--- src/hw/rtl/triangle_normal_tangent_unit_macros.svh ---
// ----------------------------------------------------------------------------
// Triangle normal/tangent unit assertion macros
// Concurrent assertion wrappers, compiled out when NO_ASSERTIONS is set.
// ----------------------------------------------------------------------------
`ifndef TRIANGLE_NORMAL_TANGENT_UNIT_MACROS_SVH
`define TRIANGLE_NORMAL_TANGENT_UNIT_MACROS_SVH
`ifndef NO_ASSERTIONS
`define TNT_ASSERT(lbl, clk, rstn, prop, msg) \
  lbl: assert property (@(posedge clk) disable iff (!rstn) (prop)) else $error(msg);
`define TNT_NEVER(lbl, clk, rstn, cond, msg) \
  lbl: assert property (@(posedge clk) disable iff (!rstn) !(cond)) else $error(msg);
`else
`define TNT_ASSERT(lbl, clk, rstn, prop, msg)
`define TNT_NEVER(lbl, clk, rstn, cond, msg)
`endif
`endif

--- src/hw/rtl/tnt_ram.sv ---
`timescale 1ns / 1ps
// ----------------------------------------------------------------------------
// Generic RAM
// One write port, one read port, registered read data.
// ----------------------------------------------------------------------------
module tnt_ram #(
  parameter int unsigned WIDTH = 8,
  parameter int unsigned DEPTH = 16
) (
  input  logic                                       clk_i,
  input  logic                                       we_i,
  input  logic [((DEPTH > 1) ? $clog2(DEPTH) : 1)-1:0] waddr_i,
  input  logic [WIDTH-1:0]                           wdata_i,
  input  logic [((DEPTH > 1) ? $clog2(DEPTH) : 1)-1:0] raddr_i,
  output logic [WIDTH-1:0]                           rdata_o
);
  logic [WIDTH-1:0] mem_q [DEPTH];
  logic [WIDTH-1:0] rdata_q;

  always_ff @(posedge clk_i) begin
    if (we_i) begin
      mem_q[waddr_i] <= wdata_i;
    end
    rdata_q <= mem_q[raddr_i];
  end

  assign rdata_o = rdata_q;
endmodule

--- config.mk ---
export PLATFORM = sky130hd
export DESIGN_NAME = tnt_ram
export DESIGN_NICKNAME = d
export VERILOG_FILES = /design/src/hw/rtl/triangle_normal_tangent_unit_macros.svh /design/src/hw/rtl/tnt_ram.sv
export SDC_FILE = /design/constraint.sdc
export NUM_CORES = 1
export LEC_CHECK = 0
export BUFFER_PORTS_ARGS = -buffer_cell sky130_fd_sc_hd__buf_2
export CAP_MARGIN = 20
export CORE_MARGIN = 2
export CORE_UTILIZATION = 60
export CTS_BUF_LIST = sky130_fd_sc_hd__clkbuf_16
export DETAILED_ROUTE_END_ITERATION = 10
export GPL_ROUTABILITY_DRIVEN = 0
export PLACE_DENSITY = 0.83
export SYNTH_ARGS = -nofsm -noshare
export SYNTH_HDL_FRONTEND = slang
export SYNTH_SLANG_ARGS = --single-unit
--- constraint.sdc ---
create_clock -name clk_i -period 2 [get_ports clk_i]
set_clock_uncertainty 0.2 [all_clocks]
set_input_delay 0.1 -clock clk_i [delete_from_list [all_inputs] [get_ports clk_i]]
set_output_delay 0.1 -clock clk_i [all_outputs]
set_load 0.01 [all_outputs]
==> flow_metrics.tcl <==
set metrics [dict create \
    nets 315 \
    synth_ff_type "edfxtp_1" \
    slew-limit-headroom_pct 73.46 \
    numPortBuffers 25 \
    min_path_cells 4 \
    path_depth 5 \
    critPathLaunch "waddr_i[2]" \
    period_share_pct 92.60 \
    yosys.area.top_type "edfxtp_1" \
    first_pass_iters 5 \
    cts_buffers 17 \
    ctsHoldBuffers 10 \
    vias_per_cell 6.381 \
    via_count 2648 \
    fillCellCount 452 \
    setup_slack_ns 0.1480 \
    cts.reportedPaths.clkPinSlew_ns 0.06 \
    syn_area_um2 5147 \
    wire_per_inst_um 25.69 \
    tightest_slew_ns 0.3981 \
    clockBufferDepth 2 \
    insertedDiodeCount 0 \
    grt-ovfl-total 0 \
    htreeDepth 4 \
    final_antenna_net_count 0 \
    critPathMaxFanout 6 \
    num_rows 33 \
    io_pins 26 \
    maxSlewViolCount 0 \
    postSynth.asyncResetShare_pct 0 \
    required_ns 1.92 \
    yosys_warnings 0 \
    place_area_um2 5523 \
    final_layout_size_suffix_gt1_share_pct 31.61 \
    clkLatencyLatePin_ns 0.41 \
    status "finished, final reports clean" \
    reg2reg_slack_ns 0.34 \
    cp-end-kind "register" \
    yosysUniqueCellTypes 19 \
    dieArea_um2 9336 \
    post_cts_buffers 0 \
    start_util_pct 62.33 \
    vdd_drop_max_mv 0.5725 \
    crit_path_start_kind "input pin" \
    crit_slowest_cell "dlygate4sd3_1" \
    r2r-start "mem_q[3][6]$_DFFE_PP_" \
    setup_tns_ns 0 \
    die_w_um 96.63 \
    syn_nets 247 \
    fmax_mhz 540.0 \
    core_um2 8258 \
    drt-total-wl_um 10660 \
    power.total_mw 6.708 \
    path_buf_inv 3 \
    setup.worst_path.end "mem_q[2][2]$_DFFE_PP_" \
    cts_sinks 136 \
    cp.arrival_ns 1.77 \
    clock-root-buffer "clkbuf_16" \
    reg2reg_depth 3 \
    drt-initial-drc-count 317 \
    rsz0062_at_grt "no" \
    grt_max_degree 26 \
    synth_edf_count 128 \
    die_h_um 96.63 \
    min_path_type "in2reg" \
    seq_area_um2 4004 \
    syn_avg_cell_area_um2 22.48 \
    grtUsageTotal_pct 24.43 \
    hold_viol_final 0 \
    multi_input_area_um2 1057 \
    synth_seq_cells 136 \
    netlist_top_cells_area "edfxtp_1, mux4_2, mux4_1" \
    timing.rr.end "rdata_o[6]$_DFF_P_" \
    postLayoutCellArea_um2 6235 \
    antenna_found_initial 0 \
    cellPowerDensity_nw_per_um2 1076 \
    max_stage_delay_ns 0.53 \
    crit_family "buffers and inverters" \
    p_leak_nw 2.181 \
    maxCapViolCount 0 \
    first_global_vias 2708 \
    path_class "in2reg" \
    syn2layout_area_growth_pct 21.12 \
    cts_tree "yes" \
    drcViolationCount 0 \
    period_needed_ns 1.852 \
    cp_cell_sequence "dlygate4sd3_1, buf_2, or3b_2, nor2_1, buf_4" \
    setup_viol 0 \
    yosysTopAreaCellShare_pct 74.67 \
    synthCells 229 \
    cts.repair.resized 0 \
    dp_slack_ns 0.2760 \
    seq_area_frac_synth_pct 77.78 \
    grt_pass1_wl_um 16290 \
    dp_hpwl_um 6104 \
]
## metrics by stage
step           instances  hold WS, ns  utilization (%)
2_1_floorplan        229    -0.001131                -
3_3_place_gp         373       0.2857            66.88
3_5_place_dp         373       0.2948            66.88
4_1_cts              415      0.03572            75.50
5_1_grt              415      0.06248            75.50
6_report             415      0.04611            75.50
## flip-flops by register name, indices dropped and copies added (netlist names)
| signal | count |
|---|---|
| rdata_o | 8 |
| mem_q | 128 |
## final cells by class
class,count,area share [%]
Clock buffer,17,6.823
Clock inverter,15,2.990
Multi-Input combinational cell,83,16.96
Sequential cell,136,64.22
Tap cell,105,2.107
Timing Repair Buffer,59,6.903
## power breakdown
| part | leakage [nW] | switching, mW | internal (mW) |
|---|---|---|---|
| Combinational | 0.649 | 0.180 | 0.145 |
| Sequential | 1.22 | 0.0191 | 3.19 |
| Clock | 0.309 | 1.11 | 2.07 |
## synth_stat cells, drive strengths merged, types with 2 or more instances
library cell / n
a22oi: 16
buf: 7
clkdlybuf4s25: 3
dfxtp: 8
edfxtp: 128
mux4: 32
nand2: 9
nand2b: 2
nand3b: 2
nor2: 13
nor3: 4
## routing by layer
| layer | share of wire, % | global-route usage [%] | vias up |
|---|---|---|---|
| met5 | 0 | 0 | - |
| met1 | 37 | 32.80 | 1352 |
| met4 | 1.7 | 9.101 | 0 |
| li1 | - | - | 1110 |
| met3 | 9.2 | 6.431 | 18 |
| met2 | 52 | 39.32 | 168 |
## cells in the final DEF, fill, tap and decap left out, drive strengths merged
| master | n |
|---|---|
| a22oi | 16 |
| and2 | 1 |
| and2b | 1 |
| buf | 49 |
| bufinv | 4 |
| clkbuf | 17 |
| clkinv | 8 |
| clkinvlp | 1 |
| dfxtp | 8 |
| dlygate4sd3 | 10 |
| edfxtp | 128 |
| inv | 2 |
| mux4 | 32 |
| nand2 | 9 |
| nand2b | 2 |
| nand3 | 1 |
| nand3b | 2 |
| nor2 | 13 |
| nor2b | 1 |
| nor3 | 4 |
| or3b | 1 |
## cell families after synthesis
group,after synthesis,synth area share (%)
AO/OA/AOI/OAI,16,2.334
buffers and inverters,10,1.677
flip-flops,136,77.78
multiplexers,32,15.02
AND/OR/NAND/NOR,35,3.184
## worst min-delay path by stage
stage / start / to / slack [ns]
6_report: raddr_i[1] / rdata_o[6]$_DFF_P_ / 0.05
5_1_grt: raddr_i[1] / rdata_o[6]$_DFF_P_ / 0.06
4_1_cts: waddr_i[0] / mem_q[0][5]$_DFFE_PP_ / 0.04
3_5_place_dp: rdata_o[7]$_DFF_P_ / rdata_o[7] / 0.29
3_3_place_gp: wdata_i[4] / mem_q[10][4]$_DFFE_PP_ / 0.29
2_1_floorplan: wdata_i[0] / mem_q[0][0]$_DFFE_PP_ / -0.001
## worst min-delay path: cells and delay by family
family	cells	cell delay, ns
mux	1	0.24
buf+inv	1	0.17
compound gates	1	0.06
simple gates	1	0.05
No activity file was read; power rests on OpenSTA's default activity.
