$ cat src/hw/rtl/triangle_normal_tangent_unit_macros.svh
// ----------------------------------------------------------------------------
// Triangle normal/tangent unit assertion macros
// Concurrent assertion wrappers, compiled out when NO_ASSERTIONS is set.
// ----------------------------------------------------------------------------
`ifndef TRIANGLE_NORMAL_TANGENT_UNIT_MACROS_SVH
`define TRIANGLE_NORMAL_TANGENT_UNIT_MACROS_SVH
`ifndef NO_ASSERTIONS
`define TNT_ASSERT(lbl, clk, rstn, prop, msg) \
  lbl: assert property (@(posedge clk) disable iff (!rstn) (prop)) else $error(msg);
`define TNT_NEVER(lbl, clk, rstn, cond, msg) \
  lbl: assert property (@(posedge clk) disable iff (!rstn) !(cond)) else $error(msg);
`else
`define TNT_ASSERT(lbl, clk, rstn, prop, msg)
`define TNT_NEVER(lbl, clk, rstn, cond, msg)
`endif
`endif

$ cat src/hw/rtl/tnt_pkg.sv
`timescale 1ns / 1ps
// ----------------------------------------------------------------------------
// Triangle normal/tangent package
// Shared types, widths and codes.
// ----------------------------------------------------------------------------
package tnt_pkg;

  localparam int unsigned POS_W     = 24;
  localparam int unsigned TEX_W     = 16;
  localparam int unsigned IDX_W     = 10;
  localparam int unsigned IDX_CMP_W = 17;
  localparam int unsigned DIV_NW    = 58;
  localparam int unsigned DIV_DW    = 34;
  localparam int unsigned SQ_W      = 64;
  localparam int unsigned ROOT_W    = 32;

  localparam logic ACT_VERTEX   = 1'b0;
  localparam logic ACT_TRIANGLE = 1'b1;

  // multiply schedule
  localparam logic [4:0] LAST_PAIR_STEP = 5'd13;
  localparam logic [4:0] FIRST_SQ_STEP  = 5'd14;
  localparam logic [4:0] LAST_SQ_STEP   = 5'd16;

  typedef struct packed {
    logic busy;
    logic done;
  } unit_stat_t;

  typedef enum logic [9:0] {
    S_IDLE     = 10'b0000000001,
    S_READ     = 10'b0000000010,
    S_MUL      = 10'b0000000100,
    S_ACC      = 10'b0000001000,
    S_SHIFT    = 10'b0000010000,
    S_SQ_GO    = 10'b0000100000,
    S_SQ_WAIT  = 10'b0001000000,
    S_DIV_GO   = 10'b0010000000,
    S_DIV_WAIT = 10'b0100000000,
    S_FIN      = 10'b1000000000
  } state_e;

endpackage

$ cat src/hw/rtl/tnt_sqrt.sv
`timescale 1ns / 1ps
// ----------------------------------------------------------------------------
// Triangle normal/tangent square root
// Floor integer square root, one result bit per cycle.
// ----------------------------------------------------------------------------
module tnt_sqrt (
  input  logic                          clk_i,
  input  logic                          rst_ni,
  input  logic                          start_i,
  input  logic [tnt_pkg::SQ_W-1:0]      x_i,
  output logic [tnt_pkg::ROOT_W-1:0]    root_o,
  output tnt_pkg::unit_stat_t           stat_o
);
  localparam int unsigned W = tnt_pkg::SQ_W;

  logic [W-1:0] x_q;
  logic [W-1:0] r_q;
  logic [W-1:0] bit_q;
  logic         busy_q;
  logic         done_q;
  logic [W-1:0] trial;

  assign trial = r_q + bit_q;

  always_ff @(posedge clk_i or negedge rst_ni) begin
    if (!rst_ni) begin
      busy_q <= 1'b0;
      done_q <= 1'b0;
    end else begin
      done_q <= 1'b0;
      if (start_i) begin
        busy_q <= 1'b1;
      end else if (busy_q && (bit_q[W-1:2] == '0)) begin
        busy_q <= 1'b0;
        done_q <= 1'b1;
      end
    end
  end

  always_ff @(posedge clk_i) begin
    if (start_i) begin
      x_q   <= x_i;
      r_q   <= '0;
      bit_q <= W'(1) << (W - 2);
    end else if (busy_q) begin
      if (x_q >= trial) begin
        x_q <= x_q - trial;
        r_q <= (r_q >> 1) + bit_q;
      end else begin
        r_q <= r_q >> 1;
      end
      bit_q <= bit_q >> 2;
    end
  end

  assign root_o      = r_q[tnt_pkg::ROOT_W-1:0];
  assign stat_o.busy = busy_q;
  assign stat_o.done = done_q;
endmodule

$ cat config.mk
export PLATFORM = sky130hd
export DESIGN_NAME = tnt_sqrt
export DESIGN_NICKNAME = d
export VERILOG_FILES = /design/src/hw/rtl/triangle_normal_tangent_unit_macros.svh /design/src/hw/rtl/tnt_pkg.sv /design/src/hw/rtl/tnt_sqrt.sv
export SDC_FILE = /design/constraint.sdc
export NUM_CORES = 1
export LEC_CHECK = 0
export ABC_AREA = 0
export BUFFER_PORTS_ARGS = -buffer_cell sky130_fd_sc_hd__buf_2
export CORE_MARGIN = 1
export CORE_UTILIZATION = 36
export DETAILED_ROUTE_END_ITERATION = 8
export GPL_ROUTABILITY_DRIVEN = 0
export PLACE_DENSITY_LB_ADDON = 0.3
export SYNTH_ARGS = -nofsm -noshare
export SYNTH_HDL_FRONTEND = slang
export SYNTH_SLANG_ARGS = --single-unit
$ cat constraint.sdc
create_clock -name clk_i -period 7.3 [get_ports clk_i]
set_input_delay 0.73 -clock clk_i [delete_from_list [all_inputs] [get_ports clk_i]]
set_output_delay 0.73 -clock clk_i [all_outputs]
set_load 0.01 [all_outputs]
==> flow_metrics.py, run 1 <==
metrics = {
    "layout": {
        "diodes": 0,
        "fin_area_mm2": 0.0163,
        "layout-drive-gt1-share": 0.0990,
        "area_growth_pct": 8.26,
        "final_core_utilization": 0.397,
        "nets": 2094,
    },
    "routing": {
        "postRouteAntennaNets": 0,
        "num_vias": 14000,
        "drt_pass1_iterations": 8,
        "routed_via_density": 5.73,
        "routed_wl_um": 44500,
        "drt_iter0_markers": 1169,
        "wl_per_cell_um": 18.2,
        "drc": 12,
    },
    "synth": {
        "synth-async-reset-ratio": 0.0123,
        "ys_types": 82,
        "seq_area_frac_synth": 0.259,
        "synth_area_mm2": 0.0150,
        "synth_top_cell_area_share": 0.128,
        "ys_warn_count": 0,
        "synth_edf_count": 64,
        "avgSynthCellArea_um2": 7.92,
        "synthTopCellsByCount": "nand2_1, nor2_1, o21ai_0",
        "synth.most_common_cell": "nand2_1",
        "synth_flop_cell": "dfxtp_1",
        "syn_inst": 1898,
        "yosysTopAreaCell": "dfxtp_1",
        "syn-num-nets": 2096,
        "synth_top_cells_by_area": "dfxtp_1, edfxtp_1, ha_1, o21ai_0, nand2_1",
        "ys_ff_latch": 162,
    },
    "clock_tree": {
        "clockBufferDepth": 2,
        "ctsRootBufferMaster": "clkbuf_16",
        "cts_resized": 0,
        "post_cts_buffers": 0,
        "clk_pin_slew_ns": 0.07,
        "clkSinkCount": 162,
        "cts_made_buffers": 17,
        "cts_hold_buf": 0,
        "cts_tree": "done",
        "clock_latency_ns": 0.48,
        "h-tree-depth": 4,
    },
    "global_routing": {
        "first_global_vias": 13100,
        "grt_max_degree": 83,
        "grtUsageTotal": 0.212,
        "grt_pass1_wl_um": 71300,
        "antenna_found_initial": 1,
        "grt_overflow": 0,
    },
    "setup_path": {
        "critical_path.endpoint_type": "flip-flop",
        "worst_ep_arrival_time_ns": 6.52,
        "critPathMaxFanout": 64,
        "startpoint_type": "flip-flop",
        "criticalPathCategory": "reg -> reg",
        "required_ns": 7.43,
    },
    "sta": {
        "fmax_mhz": 157,
        "setup_ws_ns": 0.914,
        "max_slew.worst_pin.slew_ns": 0.986,
        "drv_slew": 0,
        "finClkSkew_ns": 0.0137,
        "hold_viol": 0,
        "rsz0062_at_grt": "no",
        "finalSetupViolCount": 0,
        "period_needed_ns": 6.39,
        "period_share": 0.875,
        "fin_setup_tns_ns": 0,
        "max-slew-margin-rel": 0.342,
    },
    "min_path": {
        "hp-class": "in -> async",
    },
    "place": {
        "place_area_mm2": 0.0157,
        "hpwl_um": 34000,
        "io_buffers": 100,
        "place_ws_ns": 0.945,
    },
    "die": {
        "die_w_um": 206,
        "start_util": 0.367,
        "core_area_mm2": 0.0410,
        "io_pins": 101,
        "dieHeight_um": 206,
        "die_area_mm2": 0.0426,
        "row_count": 74,
    },
    "status": {
        "violations": "design-rule violations",
        "status": "finished with violations",
    },
    "power_and_ir_drop": {
        "total_power_uw": 6070,
        "vdd.ir_drop.worst_mv": 0.194,
        "leakage_uw": 0.00656,
        "p_per_area_mw_per_mm2": 373,
    },
    "job": {
        "cap_violations": 0,
    },
}
==> report_power, final <==
part           switching, µW  leakage, µW  internal, µW  total (µW)
clock network            440     0.000310           560         999
logic                   2180      0.00478          1380        3560
registers                224      0.00147          1290        1520
total                   2840      0.00656          3240        6070
==> layout by cell type, fill, tap and decap left out, types with 6 or more instances in the layout <==
cell         n
dfxtp_1     96
nand2_1    219
inv_6        9
or3_1       20
nor3_1      21
a22oi_1     16
ha_1       130
clkbuf_16   17
a21o_1      58
nand3_1     26
o31ai_1     17
a31oi_1     58
a211oi_1    28
nand2b_1    12
buf_2       99
o211ai_1     9
edfxtp_1    64
xor2_1      76
o21a_1      11
nor2_1     183
a311oi_1    15
a21boi_0     7
nor2b_1     21
xnor2_1     80
mux2i_1     44
o21bai_1    33
a31o_2      14
and2_1      10
and3_1       9
o21ai_0    179
buf_4       10
nor4_1      16
a21oi_1    135
nand4_1     46
mux2_2       6
inv_1       24
==> sequential cells by signal (all words and copies together) (netlist names) <==
| name | flops |
|---|---|
| x_q | 64 |
| busy_q | 1 |
| bit_q | 32 |
| done_q | 1 |
| r_q | 64 |
==> layout make-up <==
| cell class | instances | area [µm²] |
|---|---|---|
| clock buffers | 18 | 439 |
| clock inverters | 14 | 189 |
| fillers | 4199 | 24700 |
| inverters | 24 | 90.1 |
| multi-input cells | 1579 | 10400 |
| flip-flops and latches | 162 | 3900 |
| well taps | 532 | 666 |
| repair buffers | 112 | 622 |
==> worst paths after layout <==
path / start / to / slack [ns] / cells after the start
max in group asynchronous: rst_ni / busy_q / 7.17 / 1
worst max-delay path: r_q[14] / x_q[6] / 0.91 / 21
worst min register to register: r_q[0] / r_q[0] / 0.52 / 2
worst min-delay path: rst_ni / busy_q / 0.02 / 1
worst max register to register: r_q[14] / x_q[6] / 0.91 / 21
min in group clk_i: r_q[0] / r_q[0] / 0.52 / 2
==> metal layers <==
layer / wire length, µm / global-route usage / vias up
met4: 947 / 0.0680 / 2
met5: 9 / 0 / -
met2: 20100 / 0.333 / 376
met3: 2200 / 0.0296 / 55
met1: 21300 / 0.297 / 6594
li1: - / - / 6971
==> critical path, cell delays in order (launching register included) <==
cell and delay, ns:
dfxtp_1 0.63, ha_1 0.29, nand4_1 0.11, o21ai_1 0.29, nand2_1 0.12, o41ai_1 0.67, a21bo_2 0.30, a31o_2 0.18
nand2b_1 0.08, a21oi_1 0.15, o21ai_0 0.11, xor2_1 0.19, ha_1 0.44, nand2_2 0.12, or4_1 0.56, nor4_2 0.40
nor3_2 0.09, a2111oi_4 0.46, a211oi_4 0.11, nand2b_1 0.21, nand2b_2 0.14, buf_12 0.31
==> per-stage QoR <==
step / hold WS (ns) / cells
after global placement: 0.495 / 2409
after floorplan: 0.434 / 1898
after global routing: 0.0152 / 2441
after detailed placement: 0.510 / 2409
final: 0.0236 / 2441
after CTS: 0.00705 / 2441
==> cell families after synthesis <==
kind of cell | Yosys count | synth area share
compound gates | 633 | 0.270
simple gates | 609 | 0.185
flops | 162 | 0.259
buf+inv | 157 | 0.0513
xor+xnor | 156 | 0.0908
fa+ha+maj | 131 | 0.109
mux | 50 | 0.0338
(Power assumes the default switching activity.)
==> inputs of run 2 (changes only) <==
- ABC_AREA: 0 -> 1
==> flow_metrics.py, run 2 <==
metrics = {
    "min_path": {
        "min_from": "x_i[17]",
        "hold_end": "x_q[17]",
        "hp-class": "in -> reg",
        "min_path_cells": 3,
    },
    "sta": {
        "finClkSkew_ns": 0.0217,
        "fin_setup_tns_ns": 0,
        "max-slew-margin-rel": 0.267,
        "hold_slack_ns": 0.481,
        "drv_slew": 0,
        "fmax_mhz": 178,
        "period_share": 0.772,
        "finalSetupViolCount": 0,
        "hold_viol": 0,
        "max_slew.worst_pin.slew_ns": 1.10,
        "period_needed_ns": 5.63,
        "rsz0062_at_grt": "no",
    },
    "routing": {
        "routed_via_density": 5.27,
        "drc": 0,
        "drt_pass1_iterations": 8,
        "routed_wl_um": 78100,
        "wl_per_cell_um": 17.9,
        "drt_iter0_markers": 2365,
        "postRouteAntennaNets": 0,
        "num_vias": 23000,
    },
    "die": {
        "core_area_mm2": 0.0553,
        "die_area_mm2": 0.0571,
        "die_w_um": 239,
        "row_count": 86,
        "io_pins": 101,
        "dieHeight_um": 239,
        "start_util": 0.365,
    },
    "setup_path": {
        "critPathMaxFanout": 37,
        "reg2reg_depth": 20,
        "critical_path.endpoint_type": "flip-flop",
        "path_buf_inv": 2,
        "slowest_delay_ns": 0.81,
        "worst_ep_arrival_time_ns": 5.84,
        "criticalPathCategory": "reg -> reg",
        "crit_chain": "ha_1 > nand2_1 > inv_1 > nand3_1 > nor2_1 > nand3_1 > o21ai_0 > nand3_1 > nand3_1 > nand2_1 > ha_1 > nand2_1 > nor2_2 > nand2_1 > nor2_1 > a21oi_4 > nand2_4 > nand2_2 > nand2_2 > buf_12",
        "timing.rr.end": "x_q[38]",
        "required_ns": 7.50,
        "startpoint_type": "flip-flop",
        "reg2reg_from": "r_q[20]",
        "crit_slowest_cell": "o21ai_0",
        "crit_family": "simple AND/OR/NAND/NOR gates",
        "timing.reg2reg.setup_slack_ns": 1.67,
    },
    "power_and_ir_drop": {
        "leakage_uw": 0.00997,
        "p_per_area_mw_per_mm2": 454,
        "vdd.ir_drop.worst_mv": 0.319,
    },
    "layout": {
        "register_area_mm2": 0.00389,
        "area_growth_pct": 6.98,
        "final_core_utilization": 0.391,
        "nets": 3789,
        "top_regs": "r_q: 64 flops, x_q: 64 flops, bit_q: 32 flops",
        "layout_common_cells": "nand2_1, inv_1, nor2_1, nand3_1, a21oi_1",
        "multi_input_area_mm2": 0.0138,
        "final_common_cell": "nand2_1",
        "diodes": 0,
        "layout-drive-gt1-share": 0.0522,
        "fill_cells": 6285,
    },
    "synth": {
        "synth-async-reset-ratio": 0.0123,
        "ys_types": 48,
        "synth_top_cell_area_share": 0.225,
        "yosysTopAreaCell": "nand2_1",
        "synth_area_mm2": 0.0202,
        "synth_edf_count": 64,
        "avgSynthCellArea_um2": 5.64,
        "syn_inst": 3584,
        "synthTopCellsByCount": "nand2_1, inv_1, nor2_1",
        "synth_flop_cell": "dfxtp_1",
        "synth_top_cells_by_area": "nand2_1, dfxtp_1, edfxtp_1, inv_1, nor2_1",
        "ys_ff_latch": 162,
        "syn-num-nets": 3782,
        "ys_warn_count": 0,
        "synth.most_common_cell": "nand2_1",
        "seq_area_frac_synth": 0.193,
    },
    "clock_tree": {
        "cts_resized": 0,
        "ctsRootBufferMaster": "clkbuf_16",
        "cts_tree": "done",
        "h-tree-depth": 4,
        "clockBufferDepth": 2,
        "post_cts_buffers": 0,
        "clk_pin_slew_ns": 0.07,
        "cts_made_buffers": 17,
        "clkSinkCount": 162,
        "clock_latency_ns": 0.53,
    },
    "global_routing": {
        "grtUsageTotal": 0.275,
        "first_global_vias": 21700,
        "grt_pass1_wl_um": 120000,
        "grt_overflow": 0,
        "grt_max_degree": 91,
        "antenna_found_initial": 0,
    },
    "status": {
        "status": "finished clean",
    },
    "place": {
        "io_buffers": 100,
        "hpwl_um": 63300,
    },
    "job": {
        "cap_violations": 0,
    },
}
==> run 2: kinds of logic (layout without fill, tap and decap cells) <==
| logic type | count (synthesis) | in the layout | synth area share |
|---|---|---|---|
| simple gates | 2107 | 2107 | 0.430 |
| buf+inv | 617 | 637 | 0.126 |
| compound gates | 467 | 467 | 0.126 |
| flops | 162 | 162 | 0.193 |
| fa+ha+maj | 131 | 131 | 0.0815 |
| xor+xnor | 100 | 100 | 0.0434 |
==> run 2: how the worst max path moves through the flow <==
stage	cells after the start	to	from
global placement	21	x_q[7]	r_q[18]
detailed placement	21	x_q[11]	r_q[14]
global route	21	x_q[34]	r_q[14]
finish	20	x_q[38]	r_q[20]
floorplan	22	x_q[0]	r_q[4]
CTS	21	x_q[35]	r_q[18]
==> run 2: area by class of cell <==
type                            instances  area share
Sequential cell                       162       0.180
Tap cell                              748      0.0433
Clock inverter                         15     0.00666
Timing Repair Buffer                  110      0.0274
Multi-Input combinational cell       2805       0.637
Clock buffer                           17      0.0197
Inverter                              495      0.0860
==> run 2: worst register-to-register path, cell delays in order, from the launching register on <==
cell	delay, ns
dfxtp_1	0.43
ha_1	0.40
nand2_1	0.07
inv_1	0.09
nand3_1	0.12
nor2_1	0.27
nand3_1	0.11
o21ai_0	0.81
nand3_1	0.31
nand3_1	0.18
nand2_1	0.11
ha_1	0.40
nand2_1	0.13
nor2_2	0.18
nand2_1	0.12
nor2_1	0.20
a21oi_4	0.10
nand2_4	0.08
nand2_2	0.21
nand2_2	0.67
buf_12	0.31
==> run 2: layer usage <==
metal / vias to the layer above / share of wire / track usage / wire length [µm]
li1: 11400 / - / - / -
met1: 10400 / 0.44 / 0.367 / 34500
met2: 916 / 0.44 / 0.440 / 34800
met3: 168 / 0.070 / 0.0357 / 5490
met4: 0 / 0.043 / 0.127 / 3330
met5: - / 0 / 0 / 0
==> run 2: repair_timing <==
| item | CTS | global route |
|---|---|---|
| endpoints found under the hold margin | 2 | 0 |
| hold buffers | 1 | 0 |
| endpoints found under the setup margin | 0 | 0 |
==> run 2: power breakdown <==
| part | switching (µW) | leakage (µW) | internal, µW | total (µW) |
|---|---|---|---|---|
| clock network | 471 | 0.000288 | 478 | 949 |
| logic | 4650 | 0.00821 | 2280 | 6930 |
| registers | 493 | 0.00147 | 1440 | 1930 |
| total | 5620 | 0.00997 | 4190 | 9810 |
==> run 2: per-stage QoR <==
stage	worst slack, ns	cell area (µm²)	total power [µW]	std cells
after floorplan	2.33	20200	6830	3584
after global placement	1.95	21000	8630	4319
after detailed placement	1.91	21000	8670	4319
after CTS	1.89	21600	9640	4352
after global routing	1.39	21600	10600	4352
final	1.67	21600	9810	4352
==> inputs of run 3 (changes only) <==
- clock period: 7.3 -> 4.96 ns (I/O delays scaled with it)
==> flow_metrics.py, run 3 (synthesis results as in run 2) <==
metrics = {
    "setup_path": {
        "reg2reg_from": "bit_q[22]",
        "path_buf_inv": 2,
        "critical_path.endpoint_type": "flip-flop",
        "worst_ep_arrival_time_ns": 4.90,
        "required_ns": 5.23,
        "crit_chain": "ha_1 > nand2_1 > o21ai_0 > nand2_1 > o21ai_0 > inv_1 > o21bai_1 > a31oi_1 > xor2_1 > ha_1 > nand2_1 > inv_1 > a21oi_1 > o21ai_0 > a21oi_1 > nor2_1 > nor2_1 > nand3_1 > nand3_1 > nand2_1",
        "slowest_delay_ns": 0.45,
        "crit_slowest_cell": "o21ai_0",
        "timing.reg2reg.setup_slack_ns": 0.32,
        "reg2reg_depth": 20,
        "cp_common_cell": "nand2_1",
        "critPathMaxFanout": 5,
        "startpoint_type": "flip-flop",
        "crit_family": "compound AO/OA/AOI/OAI gates",
        "criticalPathCategory": "reg -> reg",
        "timing.rr.end": "x_q[53]",
    },
    "clock_tree": {
        "cts_hold_buf": 1,
        "h-tree-depth": 4,
        "clk_pin_slew_ns": 0.08,
        "cts_tree": "done",
        "clockBufferDepth": 2,
        "clkSinkCount": 162,
        "cts_made_buffers": 17,
        "post_cts_buffers": 0,
        "cts_resized": 0,
        "ctsRootBufferMaster": "clkbuf_16",
        "clock_latency_ns": 0.52,
    },
    "min_path": {
        "hold_end": "x_q[12]",
        "hp-class": "in -> reg",
        "min_from": "x_i[12]",
        "min_path_cells": 3,
    },
    "place": {
        "io_buffers": 100,
        "hpwl_um": 64800,
        "place_ws_ns": 0.489,
        "place_area_mm2": 0.0214,
    },
    "layout": {
        "area_growth_pct": 9.03,
        "top_regs": "r_q: 64 flops, x_q: 64 flops, bit_q: 32 flops",
        "fill_cells": 6240,
        "nets": 3835,
        "final_common_cell": "nand2_1",
        "fin_area_mm2": 0.0220,
        "layout_common_cells": "nand2_1, inv_1, nor2_1, nand3_1, a21oi_1",
        "layout-drive-gt1-share": 0.0638,
    },
    "global_routing": {
        "grt_pass1_wl_um": 122000,
        "antenna_found_initial": 0,
        "grtUsageTotal": 0.280,
        "grt_max_degree": 74,
        "first_global_vias": 21800,
        "grt_overflow": 0,
    },
    "die": {
        "die_w_um": 239,
        "die_area_mm2": 0.0571,
        "io_pins": 101,
        "row_count": 86,
        "dieHeight_um": 239,
        "core_area_mm2": 0.0553,
        "start_util": 0.365,
    },
    "sta": {
        "max-slew-margin-rel": 0.278,
        "fin_setup_tns_ns": 0,
        "finalSetupViolCount": 0,
        "max_slew.worst_pin.slew_ns": 1.08,
        "hold_viol": 0,
        "setup_ws_ns": 0.325,
        "fmax_mhz": 216,
        "finClkSkew_ns": 0.0157,
        "period_needed_ns": 4.64,
        "rsz0062_at_grt": "no",
        "drv_slew": 0,
        "period_share": 0.935,
    },
    "routing": {
        "drc": 0,
        "drt_iter0_markers": 2530,
        "wl_met3_um": 6470,
        "drt_pass1_iterations": 7,
        "routed_via_density": 5.29,
        "wl_per_cell_um": 18.1,
        "wl_met1_um": 34900,
        "routed.top_layer": "met4",
        "dr_wl_met2_um": 35000,
        "postRouteAntennaNets": 0,
        "routed_wl_um": 79800,
        "num_vias": 23300,
    },
    "status": {
        "status": "finished clean",
    },
    "power_and_ir_drop": {
        "total_power_uw": 14700,
        "p_per_area_mw_per_mm2": 669,
        "vdd.ir_drop.worst_mv": 0.380,
        "leakage_uw": 0.0102,
    },
    "job": {
        "cap_violations": 0,
    },
}
## run 3: metrics by stage
stage | instances | utilization | hold WS, ns
after floorplan | 3584 | - | 0.200
final | 4399 | 0.398 | 0.254
after CTS | 4398 | 0.398 | 0.231
after global routing | 4398 | 0.398 | 0.265
after global placement | 4365 | 0.388 | 0.283
after detailed placement | 4365 | 0.388 | 0.283
## run 3: worst max path at each step
stage | startpoint | to | slack, ns | depth (start not counted)
floorplan | r_q[4] | x_q[0] | 0.62 | 22
global placement | bit_q[16] | x_q[53] | 0.51 | 21
detailed placement | bit_q[10] | x_q[11] | 0.49 | 20
CTS | bit_q[10] | x_q[11] | 0.46 | 20
global route | bit_q[6] | r_q[58] | 0.005 | 26
finish | bit_q[22] | x_q[53] | 0.32 | 20
## run 3: area by class of cell
type | instances | area (µm²) | area share
inverter | 495 | 1860 | 0.0844
clock buffer | 18 | 429 | 0.0195
clock inverter | 14 | 144 | 0.00653
timing repair buffer | 156 | 1000 | 0.0454
sequential | 162 | 3890 | 0.177
multi-input combinational | 2805 | 13800 | 0.625
tap | 748 | 936 | 0.0425
antenna | 1 | 2.50 | 0.000114
## run 3: tightest hold or removal path, stage by stage
cell     delay [ns]
buf_2          0.07
nand2_1        0.04
nand2_1        0.05
## run 3: power by group
group          total (µW)  internal, µW  switching [µW]
clock network        1390           705             689
logic               10700          3570            7150
registers            2630          2110             524
total               14700          6390            8360
## run 3: layer usage
layer | global-route usage | vias up
met1 | 0.376 | 10500
met5 | 0 | -
met4 | 0.127 | 0
met3 | 0.0378 | 167
li1 | - | 11500
met2 | 0.444 | 1053
