## config.mk

```make
export PLATFORM = sky130hd
export DESIGN_NAME = tnt_div
export DESIGN_NICKNAME = d
export VERILOG_FILES = /design/src/hw/rtl/triangle_normal_tangent_unit_macros.svh /design/src/hw/rtl/tnt_pkg.sv /design/src/hw/rtl/tnt_div.sv
export SDC_FILE = /design/constraint.sdc
export NUM_CORES = 1
export LEC_CHECK = 0
export BUFFER_PORTS_ARGS = -buffer_cell sky130_fd_sc_hd__buf_2
export CAP_MARGIN = 5
export CORE_ASPECT_RATIO = 1.25
export CORE_MARGIN = 2
export CORE_UTILIZATION = 48
export DETAILED_ROUTE_END_ITERATION = 6
export PLACE_DENSITY = 0.77
export SLEW_MARGIN = 20
export SYNTH_ARGS = -nofsm -noshare
export SYNTH_HDL_FRONTEND = slang
export SYNTH_SLANG_ARGS = --single-unit
```

## constraint.sdc

```tcl
create_clock -name clk_i -period 3.41 [get_ports clk_i]
set_clock_uncertainty 0.05 [all_clocks]
set_input_delay 0.682 -clock clk_i [delete_from_list [all_inputs] [get_ports clk_i]]
set_output_delay 0.682 -clock clk_i [all_outputs]
set_load 0.01 [all_outputs]
```

## src/hw/rtl/triangle_normal_tangent_unit_macros.svh

```systemverilog
// ----------------------------------------------------------------------------
// Triangle normal/tangent unit assertion macros
// Concurrent assertion wrappers, compiled out when NO_ASSERTIONS is set.
// ----------------------------------------------------------------------------
`ifndef TRIANGLE_NORMAL_TANGENT_UNIT_MACROS_SVH
`define TRIANGLE_NORMAL_TANGENT_UNIT_MACROS_SVH
`ifndef NO_ASSERTIONS
`define TNT_ASSERT(lbl, clk, rstn, prop, msg) \
  lbl: assert property (@(posedge clk) disable iff (!rstn) (prop)) else $error(msg);
`define TNT_NEVER(lbl, clk, rstn, cond, msg) \
  lbl: assert property (@(posedge clk) disable iff (!rstn) !(cond)) else $error(msg);
`else
`define TNT_ASSERT(lbl, clk, rstn, prop, msg)
`define TNT_NEVER(lbl, clk, rstn, cond, msg)
`endif
`endif

```

## src/hw/rtl/tnt_pkg.sv

```systemverilog
`timescale 1ns / 1ps
// ----------------------------------------------------------------------------
// Triangle normal/tangent package
// Shared types, widths and codes.
// ----------------------------------------------------------------------------
package tnt_pkg;

  localparam int unsigned POS_W     = 24;
  localparam int unsigned TEX_W     = 16;
  localparam int unsigned IDX_W     = 10;
  localparam int unsigned IDX_CMP_W = 17;
  localparam int unsigned DIV_NW    = 58;
  localparam int unsigned DIV_DW    = 34;
  localparam int unsigned SQ_W      = 64;
  localparam int unsigned ROOT_W    = 32;

  localparam logic ACT_VERTEX   = 1'b0;
  localparam logic ACT_TRIANGLE = 1'b1;

  // multiply schedule
  localparam logic [4:0] LAST_PAIR_STEP = 5'd13;
  localparam logic [4:0] FIRST_SQ_STEP  = 5'd14;
  localparam logic [4:0] LAST_SQ_STEP   = 5'd16;

  typedef struct packed {
    logic busy;
    logic done;
  } unit_stat_t;

  typedef enum logic [9:0] {
    S_IDLE     = 10'b0000000001,
    S_READ     = 10'b0000000010,
    S_MUL      = 10'b0000000100,
    S_ACC      = 10'b0000001000,
    S_SHIFT    = 10'b0000010000,
    S_SQ_GO    = 10'b0000100000,
    S_SQ_WAIT  = 10'b0001000000,
    S_DIV_GO   = 10'b0010000000,
    S_DIV_WAIT = 10'b0100000000,
    S_FIN      = 10'b1000000000
  } state_e;

endpackage

```

## src/hw/rtl/tnt_div.sv

```systemverilog
`timescale 1ns / 1ps
// ----------------------------------------------------------------------------
// Triangle normal/tangent divider
// Restoring unsigned divider, one quotient bit per cycle.
// ----------------------------------------------------------------------------
module tnt_div (
  input  logic                          clk_i,
  input  logic                          rst_ni,
  input  logic                          start_i,
  input  logic [tnt_pkg::DIV_NW-1:0]    num_i,
  input  logic [tnt_pkg::DIV_DW-1:0]    den_i,
  output logic [tnt_pkg::DIV_NW-1:0]    quot_o,
  output tnt_pkg::unit_stat_t           stat_o
);
  localparam int unsigned NW = tnt_pkg::DIV_NW;
  localparam int unsigned DW = tnt_pkg::DIV_DW;
  localparam int unsigned CW = $clog2(NW);

  logic [NW-1:0] nq_q;
  logic [DW-1:0] den_q;
  logic [DW-1:0] rem_q;
  logic [CW-1:0] cnt_q;
  logic          busy_q;
  logic          done_q;
  logic [DW:0]   trial;
  logic          take;

  assign trial = {rem_q, nq_q[NW-1]};
  assign take  = (trial >= {1'b0, den_q});

  always_ff @(posedge clk_i or negedge rst_ni) begin
    if (!rst_ni) begin
      busy_q <= 1'b0;
      done_q <= 1'b0;
      cnt_q  <= '0;
    end else begin
      done_q <= 1'b0;
      if (start_i) begin
        busy_q <= 1'b1;
        cnt_q  <= '0;
      end else if (busy_q) begin
        cnt_q <= cnt_q + 1'b1;
        if (cnt_q == CW'(NW - 1)) begin
          busy_q <= 1'b0;
          done_q <= 1'b1;
        end
      end
    end
  end

  always_ff @(posedge clk_i) begin
    if (start_i) begin
      nq_q  <= num_i;
      den_q <= den_i;
      rem_q <= '0;
    end else if (busy_q) begin
      rem_q <= take ? DW'(trial - {1'b0, den_q}) : trial[DW-1:0];
      nq_q  <= {nq_q[NW-2:0], take};
    end
  end

  assign quot_o      = nq_q;
  assign stat_o.busy = busy_q;
  assign stat_o.done = done_q;
endmodule

```

==> metrics, run 1 <==
Clock Tree Buf Depth=2; slowest stage delay, CP=between 0.4 and 0.5 ns; pwr/cell area=between 400 and 500 nW/um^2; Sw Share=approximately a quarter; final count of hold timing violations=0; root buffer cell=clkbuf_16; die width=roughly 120 microns; syn_nets=817; sequential power share=between 40% and 50%; Req. time, crit path=around 3.7 ns; Cells after DPL=roughly 1000; largest net degree at the start of global routing=80; Final Util=around 60%; NetSw=between 1000 and 1500 uW; Worst-path clk slew=0.06 ns; Async SR Flop Fraction=5.970%; CTS Sinks=134; Yosys cell types=66; share of post-route cells with drive strength above 1=~33%; fill count=~1300; Crit. End Element=flop; # Post-CTS Setup Buffers=0; Detailed Route Iter0 Violations=263; vias in the first global route=around 6000; Rel. slew slack=approximately 45%; Reg2Reg Setup Slack=approximately 0.26 ns; Worst-Margin Slew=0.8304 ns; fmax=approximately 320 MHz; CP max FO=16; Final nets=just under 1000; Min-Delay Path Class=in -> async; DRC=0; crit start category=flop; crit share post-route=92.44%; crit path capture=rem_q[0]$_SDFFE_PP0P_; Overflow after GRT=0; Slowest-stage cell, CP=or3b_4; Max VDD drop=between 0.0002 and 0.0003 V; first-pass iteration count of the detailed router=5; placed cell area=8393 sq um; Worst-Skew Late Latency=between 0.4 and 0.5 ns; Area Overhead vs Synth=20.71%; RR Startpoint=den_q[4]$_DFFE_PP_; FF+latch count, synth=134; Die Area=approximately 17000 sq um; total of max-cap violations=0; Final ANT Viol Nets=0; unrepaired setup endpoints after global routing=false; WL/cell=roughly 16 microns; number of cells on the critical path=11; kind of critical path=reg -> reg; CP Launch Point=den_q[4]$_DFFE_PP_; first-pass GRT wire length=27660 microns; Clk pwr share=a little over two fifths; status=finished, final reports clean; Min Hold Slack=approximately 0.034 ns; CTS buffer count=17; post-layout minimum cycle time=roughly 3.2 ns; Post-DP HPWL=approximately 13000 microns; gpl congestion=0.8939; power share of the combinational group=between 10% and 20%; EDFF count, synth=92; design area=about 9000 sq um; Worst Path Arrival=approximately 3.4 ns; Die Ht=between 100 and 150 microns; Seq/Total Area, Yosys=49.02%; Fin Setup TNS=0 ns; Max Slew Vio Count=0; initial antenna violation count=1; Initial Util=between 40% and 50%; row cnt=50; Top delay family on crit path=compound AO/OA/AOI/OAI gates; Total GRT Usage=about 22%; via count=5696; fin cells=~1100; final setup fails=0; core area=about 15000 sq um; cells on worst reg2reg path=11; Critical path buffers and inverters=1; drt total wl=~17000 microns; boundary pin count=~160; CTS tree=built; Vias per Instance=about 5.4; H-tree levels=4; Port Buffers=roughly 150; Synth Cell Area=7432 sq um; Post-Synthesis Cells=685; Synthesis Warnings=0; P_leak=roughly 0.0038 uW; Int Pwr=between 3000 and 4000 uW; reg2reg end=rem_q[0]$_SDFFE_PP0P_; Synth Flop Type=edfxtp_1; Syn Area/Cell=~11 sq um; cells along the critical path=inv_1, ha_1, and2_1, a221oi_2, a21boi_1, or3b_4, o21ai_4, o211ai_2, nand2_4, mux2_1, a211oi_1
## worst reg2reg max path, delay by kind of cell, from the launching register on
family	cells	cell delay, ns
AOI/OAI and AO/OA	5	1.08
adders and majority gates	1	0.34
DFF	1	0.33
and+or+nand+nor	3	0.89
buffers and inverters	1	0.04
muxes	1	0.35
## cell type report
class / instances / area (sq um) / area share, %
sequential: 134 / 3645 / 40.63
antenna: 1 / 2.502 / 0.02789
tap: 208 / 260.3 / 2.901
multi-input combinational: 471 / 3460 / 38.56
clock buffer: 18 / 429.2 / 4.784
timing repair buffer: 163 / 853.3 / 9.512
clock inverter: 14 / 141.4 / 1.576
inverter: 48 / 180.2 / 2.008
## worst min path at each step
| stage | from | to | slack (ns) | depth (start not counted) |
|---|---|---|---|---|
| 2_1_floorplan | rst_ni | busy_q$_DFF_PN0_ | 0.34 | 0 |
| 3_3_place_gp | rem_q[5]$_SDFFE_PP0P_ | rem_q[6]$_SDFFE_PP0P_ | 0.44 | 2 |
| 3_5_place_dp | rem_q[5]$_SDFFE_PP0P_ | rem_q[6]$_SDFFE_PP0P_ | 0.44 | 2 |
| 4_1_cts | rst_ni | done_q$_DFF_PN0_ | 0.03 | 1 |
| 5_1_grt | rst_ni | done_q$_DFF_PN0_ | 0.03 | 1 |
| 6_report | rst_ni | done_q$_DFF_PN0_ | 0.03 | 1 |
## flip-flops by register name, summed over array words and instances (netlist names)
signal  flops
busy_q      1
den_q      34
cnt_q       6
rem_q      34
done_q      1
quot_o     58
## synth_stat cells (all sizes together) (3+ instances only)
| cell type | number | area [sq um] |
|---|---|---|
| a41oi | 3 | 26.28 |
| mux2 | 58 | 653.1 |
| inv | 48 | 180.2 |
| nand4 | 6 | 43.79 |
| buf | 13 | 82.58 |
| a311oi | 25 | 312.8 |
| xnor2 | 16 | 140.1 |
| nand2 | 77 | 291.5 |
| a31oi | 5 | 31.28 |
| a211oi | 11 | 82.58 |
| dfrtp | 8 | 200.2 |
| and2 | 4 | 25.02 |
| a21oi | 42 | 214.0 |
| or3 | 4 | 25.02 |
| a21o | 11 | 82.58 |
| o21bai | 4 | 30.03 |
| nor2 | 53 | 198.9 |
| nand2b | 5 | 31.28 |
| o21ai | 27 | 153.9 |
| nor3b | 3 | 22.52 |
| nand3 | 10 | 50.05 |
| xor2 | 16 | 140.1 |
| dfxtp | 34 | 680.7 |
| and3 | 4 | 25.02 |
| a21boi | 3 | 22.52 |
| mux2i | 4 | 40.04 |
| clkbuf | 19 | 71.32 |
| nor2b | 5 | 31.28 |
| edfxtp | 92 | 2763 |
| o211ai | 4 | 35.03 |
| o21a | 3 | 22.52 |
| ha | 36 | 450.4 |
| nor3 | 9 | 55.05 |
## metrics by stage
step	setup slack (ns)	total power, uW
5_1_grt	0.05882	4343
3_5_place_dp	0.2183	2437
4_1_cts	0.1812	4225
6_report	0.2579	4187
2_1_floorplan	0.4837	2232
3_3_place_gp	0.3186	2428
## placed cells by master (no fill, tap or decap), types with 5 or more instances in the layout
cell type and n:
clkbuf_16 17, a311oi_2 15, a211oi_1 11, a31oi_1 5, ha_1 36, o21ai_0 19, nand3_1 10, mux2_2 57
edfxtp_1 92, a311oi_1 10, buf_4 9, nand4_1 5, nand2_1 76, buf_2 153, nand2b_1 5, xor2_1 16
nor2_1 53, o21ai_1 5, a21o_1 11, a21oi_1 41, nor2b_1 5, inv_6 6, dfxtp_1 34, nor3_1 7
inv_1 47, xnor2_1 16, dfrtp_1 7
## metal layers
layer / track usage (%) / part of all wire (%) / routed length (microns)
met1: 24.54 / 41 / 7007
met2: 36.72 / 50 / 8585
met3: 7.937 / 7.5 / 1297
met4: 8.497 / 1.8 / 309
met5: 0 / 0.070 / 12
## cells by family (layout without fill, tap and decap cells)
family | after synthesis | in the layout | synth area share (%)
xor+xnor | 32 | 32 | 3.771
other cells | 0 | 1 | 0
compound gates | 157 | 157 | 15.98
fa+ha+maj | 37 | 37 | 6.330
mux | 62 | 62 | 9.327
buf+inv | 80 | 243 | 4.495
flops | 134 | 134 | 49.02
simple gates | 183 | 183 | 11.08
## repair_timing
action	4_1_cts	5_1_grt
hold endpoints to repair	0	0
endpoints found under the setup margin	0	2
hold buffers	0	0
gates resized for setup	0	1
## power by group through the flow
stage | clock network (uW) | logic, uW | registers (uW)
global placement | 0 | 477 | 1950
finish | 1790 | 480 | 1920
detailed placement | 0 | 483 | 1950
global route | 1880 | 527 | 1940
CTS | 1820 | 485 | 1920
floorplan | 0 | 253 | 1980
(Power assumes the default switching activity.)
==> run 2, diff against run 1 <==
--- a/config.mk
+++ b/config.mk
@@ -9,9 +9,9 @@
 export CAP_MARGIN = 5
 export CORE_ASPECT_RATIO = 1.25
 export CORE_MARGIN = 2
-export CORE_UTILIZATION = 48
+export CORE_UTILIZATION = 49
 export DETAILED_ROUTE_END_ITERATION = 6
-export PLACE_DENSITY = 0.77
+export PLACE_DENSITY = 0.79
 export SLEW_MARGIN = 20
 export SYNTH_ARGS = -nofsm -noshare
 export SYNTH_HDL_FRONTEND = slang
==> run 2 against run 1 <==
Via count is 0.37% higher. Register-to-register slack lost 0.03 ns. Power about the same. Highest routed layer unchanged. Core utilization increased by 0.50 points. Critical path depth did not move. Worst setup slack got worse by 0.028 ns. Flip-flop and latch count did not move. Count of clock-buffer cells in the layout fell by 1. Largest power group unchanged. Hold slack lost 0.0037 ns. Sequential share of layout area increased by 0.17 points. Design area fell by 0.42%.
==> metrics, run 2 (synthesis results as in run 1) <==
status=finished, final reports clean; Max VDD drop=roughly 0.00033 V; Total GRT Usage=around 22%; gpl congestion=slightly above 0.9; CP max FO=14; DRC=0; drt total wl=17410 microns; Die Area=16180 sq um; Detailed Route Iter0 Violations=~270; crit start category=flop; Crit. End Element=flop; die width=approximately 110 microns; Min-Delay Path Class=in -> async; Initial Util=49.92%; unrepaired setup endpoints after global routing=false; Post-DP HPWL=roughly 13000 microns; largest net degree at the start of global routing=75; Req. time, crit path=~3.7 ns; # Post-CTS Setup Buffers=0; core area=between 10000 and 15000 sq um; P_leak=~0.0038 uW; Port Buffers=about 150; kind of critical path=reg -> reg; share of post-route cells with drive strength above 1=approximately 33%; fmax=between 300 and 400 MHz; first-pass iteration count of the detailed router=5; total of max-cap violations=0; H-tree levels=4; max FFs per register=58; Cells after DPL=1000; worst slack, placed=approximately 0.27 ns; Final ANT Viol Nets=0; cells on worst reg2reg path=11; boundary pin count=between 150 and 200; commonest cells after routing, fill and taps aside=buf_2 (153), edfxtp_1 (92), nand2_1 (76); row cnt=50; Area Overhead vs Synth=20.20%; post-layout minimum cycle time=around 3.2 ns; Overflow after GRT=0; vias in the first global route=5892; Die Ht=approximately 140 microns; Vias per Instance=approximately 5.5; Rel. slew slack=a little under half; final count of hold timing violations=0; Clock Tree Buf Depth=2; via count=approximately 5700; Max Slew Vio Count=0; commonest non-fill, non-tap cell in the layout=buf_2; Fin Setup TNS=0 ns; Final nets=969; initial antenna violation count=1; Worst Path Arrival=~3.5 ns; final setup fails=0; root buffer cell=clkbuf_16; CTS tree=built; Pwr Total=between 4000 and 5000 uW; CTS Sinks=between 100 and 150; CTS Hold Bufs=0; final worst slack=between 0.2 and 0.25 ns; WL/cell=between 15 and 20 microns; Worst-path clk slew=0.07 ns; first-pass GRT wire length=around 28000 microns; RR Startpoint=den_q[3]$_DFFE_PP_; pwr/cell area=roughly 470 nW/um^2; crit share post-route=between 90% and 100%; reg2reg end=rem_q[0]$_SDFFE_PP0P_; Reg2Reg Setup Slack=~0.23 ns; Worst-Margin Slew=a little over 0.8 ns; Worst-Skew Late Latency=0.43 ns; Post-CTS Resized=0; CTS buffer count=17; fin cells=about 1000
## run 2: worst max-delay path by stage
| stage | slack, ns | from | to | depth (start not counted) |
|---|---|---|---|---|
| floorplan | 0.48 | start_i | quot_o[0]$_DFFE_PP_ | 4 |
| global placement | 0.32 | den_q[3]$_DFFE_PP_ | rem_q[32]$_SDFFE_PP0P_ | 12 |
| detailed placement | 0.27 | den_q[3]$_DFFE_PP_ | rem_q[3]$_SDFFE_PP0P_ | 12 |
| CTS | 0.25 | den_q[3]$_DFFE_PP_ | rem_q[3]$_SDFFE_PP0P_ | 12 |
| global route | 0.009 | den_q[4]$_DFFE_PP_ | rem_q[32]$_SDFFE_PP0P_ | 12 |
| finish | 0.23 | den_q[3]$_DFFE_PP_ | rem_q[0]$_SDFFE_PP0P_ | 11 |
## run 2: area by class of cell
| type | instances | area (sq um) |
|---|---|---|
| clock inverters | 15 | 142.6 |
| fillers | 1255 | 5956 |
| multi-input cells | 471 | 3455 |
| clock buffers | 17 | 425.4 |
| inverters | 48 | 180.2 |
| well taps | 182 | 227.7 |
| diodes | 1 | 2.502 |
| flip-flops and latches | 134 | 3645 |
| repair buffers | 165 | 855.8 |
## run 2: layer usage
layer	vias to the layer above	global-route usage, %	part of all wire (%)
met5	-	0	0.075
met4	2	9.050	2.1
met3	32	7.860	8.0
met2	195	38.13	49
met1	2657	25.28	41
li1	2831	-	-
## run 2: critical path, cell delays in order, from the launching register on
cell and delay, ns:
edfxtp_1 0.32, inv_1 0.04, ha_1 0.33, and2_1 0.22, a221oi_2 0.31, a21boi_1 0.14
or3b_4 0.45, o21ai_4 0.20, o211ai_2 0.12, nand2_2 0.31, mux2_1 0.36, a211oi_1 0.24
## run 2: power breakdown
| group | switching (uW) | internal (uW) | total, uW |
|---|---|---|---|
| Sequential | 55.4 | 1870 | 1920 |
| Combinational | 257 | 226 | 483 |
| Clock | 765 | 1020 | 1780 |
| Total | 1080 | 3110 | 4180 |
## run 2: stage by stage
| step | hold WS, ns | cell area, sq um | util (%) |
|---|---|---|---|
| after floorplan | 0.3364 | 7432 | - |
| after global placement | 0.4324 | 8363 | 56.17 |
| after detailed placement | 0.4420 | 8363 | 56.17 |
| after CTS | 0.02028 | 8931 | 59.98 |
| after global routing | 0.02618 | 8931 | 59.98 |
| final | 0.02985 | 8934 | 60.00 |
==> run 3, diff against run 2 <==
==> constraint.sdc (replaced) <==
create_clock -name clk_i -period 3.1 [get_ports clk_i]
set_clock_uncertainty 0.05 [all_clocks]
set_input_delay 0.62 -clock clk_i [delete_from_list [all_inputs] [get_ports clk_i]]
set_output_delay 0.62 -clock clk_i [all_outputs]
set_load 0.01 [all_outputs]
==> run 3 against run 2 <==
Design area is 2.3% higher. Flip-flop and latch count stayed put. Highest routed layer unchanged. Power is 12% higher. Worst setup slack worse by 0.033 ns. Critical path type unchanged. Count of clock-buffer cells in the layout stayed put. Clock power is 15% higher. Non-clock buffer count is 14 higher.
==> metrics, run 3 (synthesis results as in run 1) <==
status=finished, final reports clean; diode count=0; vias in the first global route=5927; Top delay family on crit path=compound AO/OA/AOI/OAI gates; kind of critical path=reg -> reg; Worst-Margin Slew=0.6140 ns; Clock Tree Buf Depth=2; final count of hold timing violations=0; boundary pin count=155; core area=~15000 sq um; Fin Setup TNS=0 ns; CTS tree=built; Min-Delay Path Class=in -> reg; total of max-cap violations=0; crit start category=flop; Die Area=between 15000 and 20000 sq um; slowest stage delay, CP=0.45 ns; Critical path buffers and inverters=1; Die Ht=between 100 and 150 microns; CP Launch Point=den_q[3]$_DFFE_PP_; first-pass GRT wire length=~29000 microns; via count=roughly 6000; crit share post-route=93.64%; Max VDD drop=about 0.00038 V; share of post-route cells with drive strength above 1=approximately 35%; WL/cell=roughly 17 microns; CTS Sinks=approximately 130; Overflow after GRT=0; Vias per Instance=around 5.6; row cnt=50; Max Slew Vio Count=0; final setup fails=0; initial antenna violation count=1; cells along the critical path=inv_1, ha_1, and2_4, a221oi_2, a21boi_1, or3b_4, o21ai_4, o211ai_2, nand2_4, mux2_1, a211oi_1; unrepaired setup endpoints after global routing=false; Post-DP HPWL=about 13000 microns; Crit. End Element=flop; first-pass iteration count of the detailed router=7; Req. time, crit path=~3.4 ns; Area Overhead vs Synth=22.96%; Total GRT Usage=between 20% and 30%; fmax=about 340 MHz; root buffer cell=clkbuf_16; Slowest-stage cell, CP=or3b_4; Worst-path clk slew=roughly 0.060 ns; pwr/cell area=between 500 and 600 nW/um^2; Detailed Route Iter0 Violations=319; Worst Path Arrival=between 3 and 4 ns; commonest non-fill, non-tap cell in the layout=buf_2; commonest cells after routing, fill and taps aside=buf_2 (153), edfxtp_1 (92), nand2_1 (76); design area=~9000 sq um; drt total wl=~18000 microns; Final ANT Viol Nets=0; P_leak=0.003924 uW; Final nets=between 900 and 1000; CP max FO=11; Rel. slew slack=between 50% and 60%; max FFs per register=58; largest net degree at the start of global routing=59; CTS buffer count=17; gpl congestion=0.9677; post-layout minimum cycle time=2.903 ns; Worst-Skew Late Latency=0.42 ns; Hold Crit Start=den_i[10]; H-tree levels=4; Initial Util=49.92%; die width=about 110 microns; Port Buffers=~150; placed cell area=roughly 8500 sq um; RR Startpoint=den_q[3]$_DFFE_PP_; DRC=0
[run 3: cell count changes in the layout (fill, tap and decap cells not counted), moves of 2 or more]
cell	previous run	this run
and2_1	4	2
a211oi_1	11	9
and2_4	0	2
buf_4	12	22
buf_12	0	3
a211oi_2	0	2
a21oi_1	41	39
a21oi_2	1	3
clkinvlp_4	4	1
[run 3: metrics by stage]
step	hold WS (ns)	power, uW	utilization [%]	std cells	setup WS [ns]
2_1_floorplan	0.2744	2455	-	685	0.2357
3_3_place_gp	0.4210	2684	56.92	1010	0.1703
3_5_place_dp	0.4182	2694	56.92	1010	0.09697
4_1_cts	0.3095	4737	60.95	1042	0.08166
5_1_grt	0.3068	4886	61.38	1045	0.01554
6_report	0.3204	4707	61.38	1045	0.1972
[run 3: worst paths after layout]
path,end,depth (start not counted),slack [ns]
max,rem_q[0]$_SDFFE_PP0P_,11,0.20
min,den_q[10]$_DFFE_PP_,1,0.32
max reg2reg,rem_q[0]$_SDFFE_PP0P_,11,0.20
min reg2reg,rem_q[4]$_SDFFE_PP0P_,2,0.45
max in group asynchronous,busy_q$_DFF_PN0_,2,2.30
min in group asynchronous,done_q$_DFF_PN0_,2,0.52
[run 3: layout make-up]
cell class / count / area, sq um
Clock buffer: 17 / 425.4
Multi-Input combinational cell: 471 / 3496
Timing Repair Buffer: 179 / 1001
Tap cell: 182 / 227.7
Clock inverter: 14 / 163.9
Fill cell: 1227 / 5751
Sequential cell: 134 / 3645
Inverter: 48 / 180.2
[run 3: timing repair]
item,in CTS,in global routing
endpoints found under the setup margin,0,34
hold buffers,1,0
endpoints found under the hold margin,8,0
setup buffers,0,3
resized for setup,0,14
[run 3: layer usage]
| metal | up-vias | track usage, % | share of wire [%] | routed length, microns |
|---|---|---|---|---|
| met5 | - | 0 | 0.074 | 13 |
| met1 | 2731 | 27.62 | 40 | 7076 |
| met4 | 2 | 6.547 | 1.7 | 301 |
| li1 | 2844 | - | - | - |
| met2 | 235 | 38.25 | 50 | 8751 |
| met3 | 33 | 7.347 | 8.0 | 1413 |
[run 3: where the power goes]
group	internal (uW)	switching, uW
sequential	2050	61.7
combinational	264	293
clock	1200	834
total	3520	1190
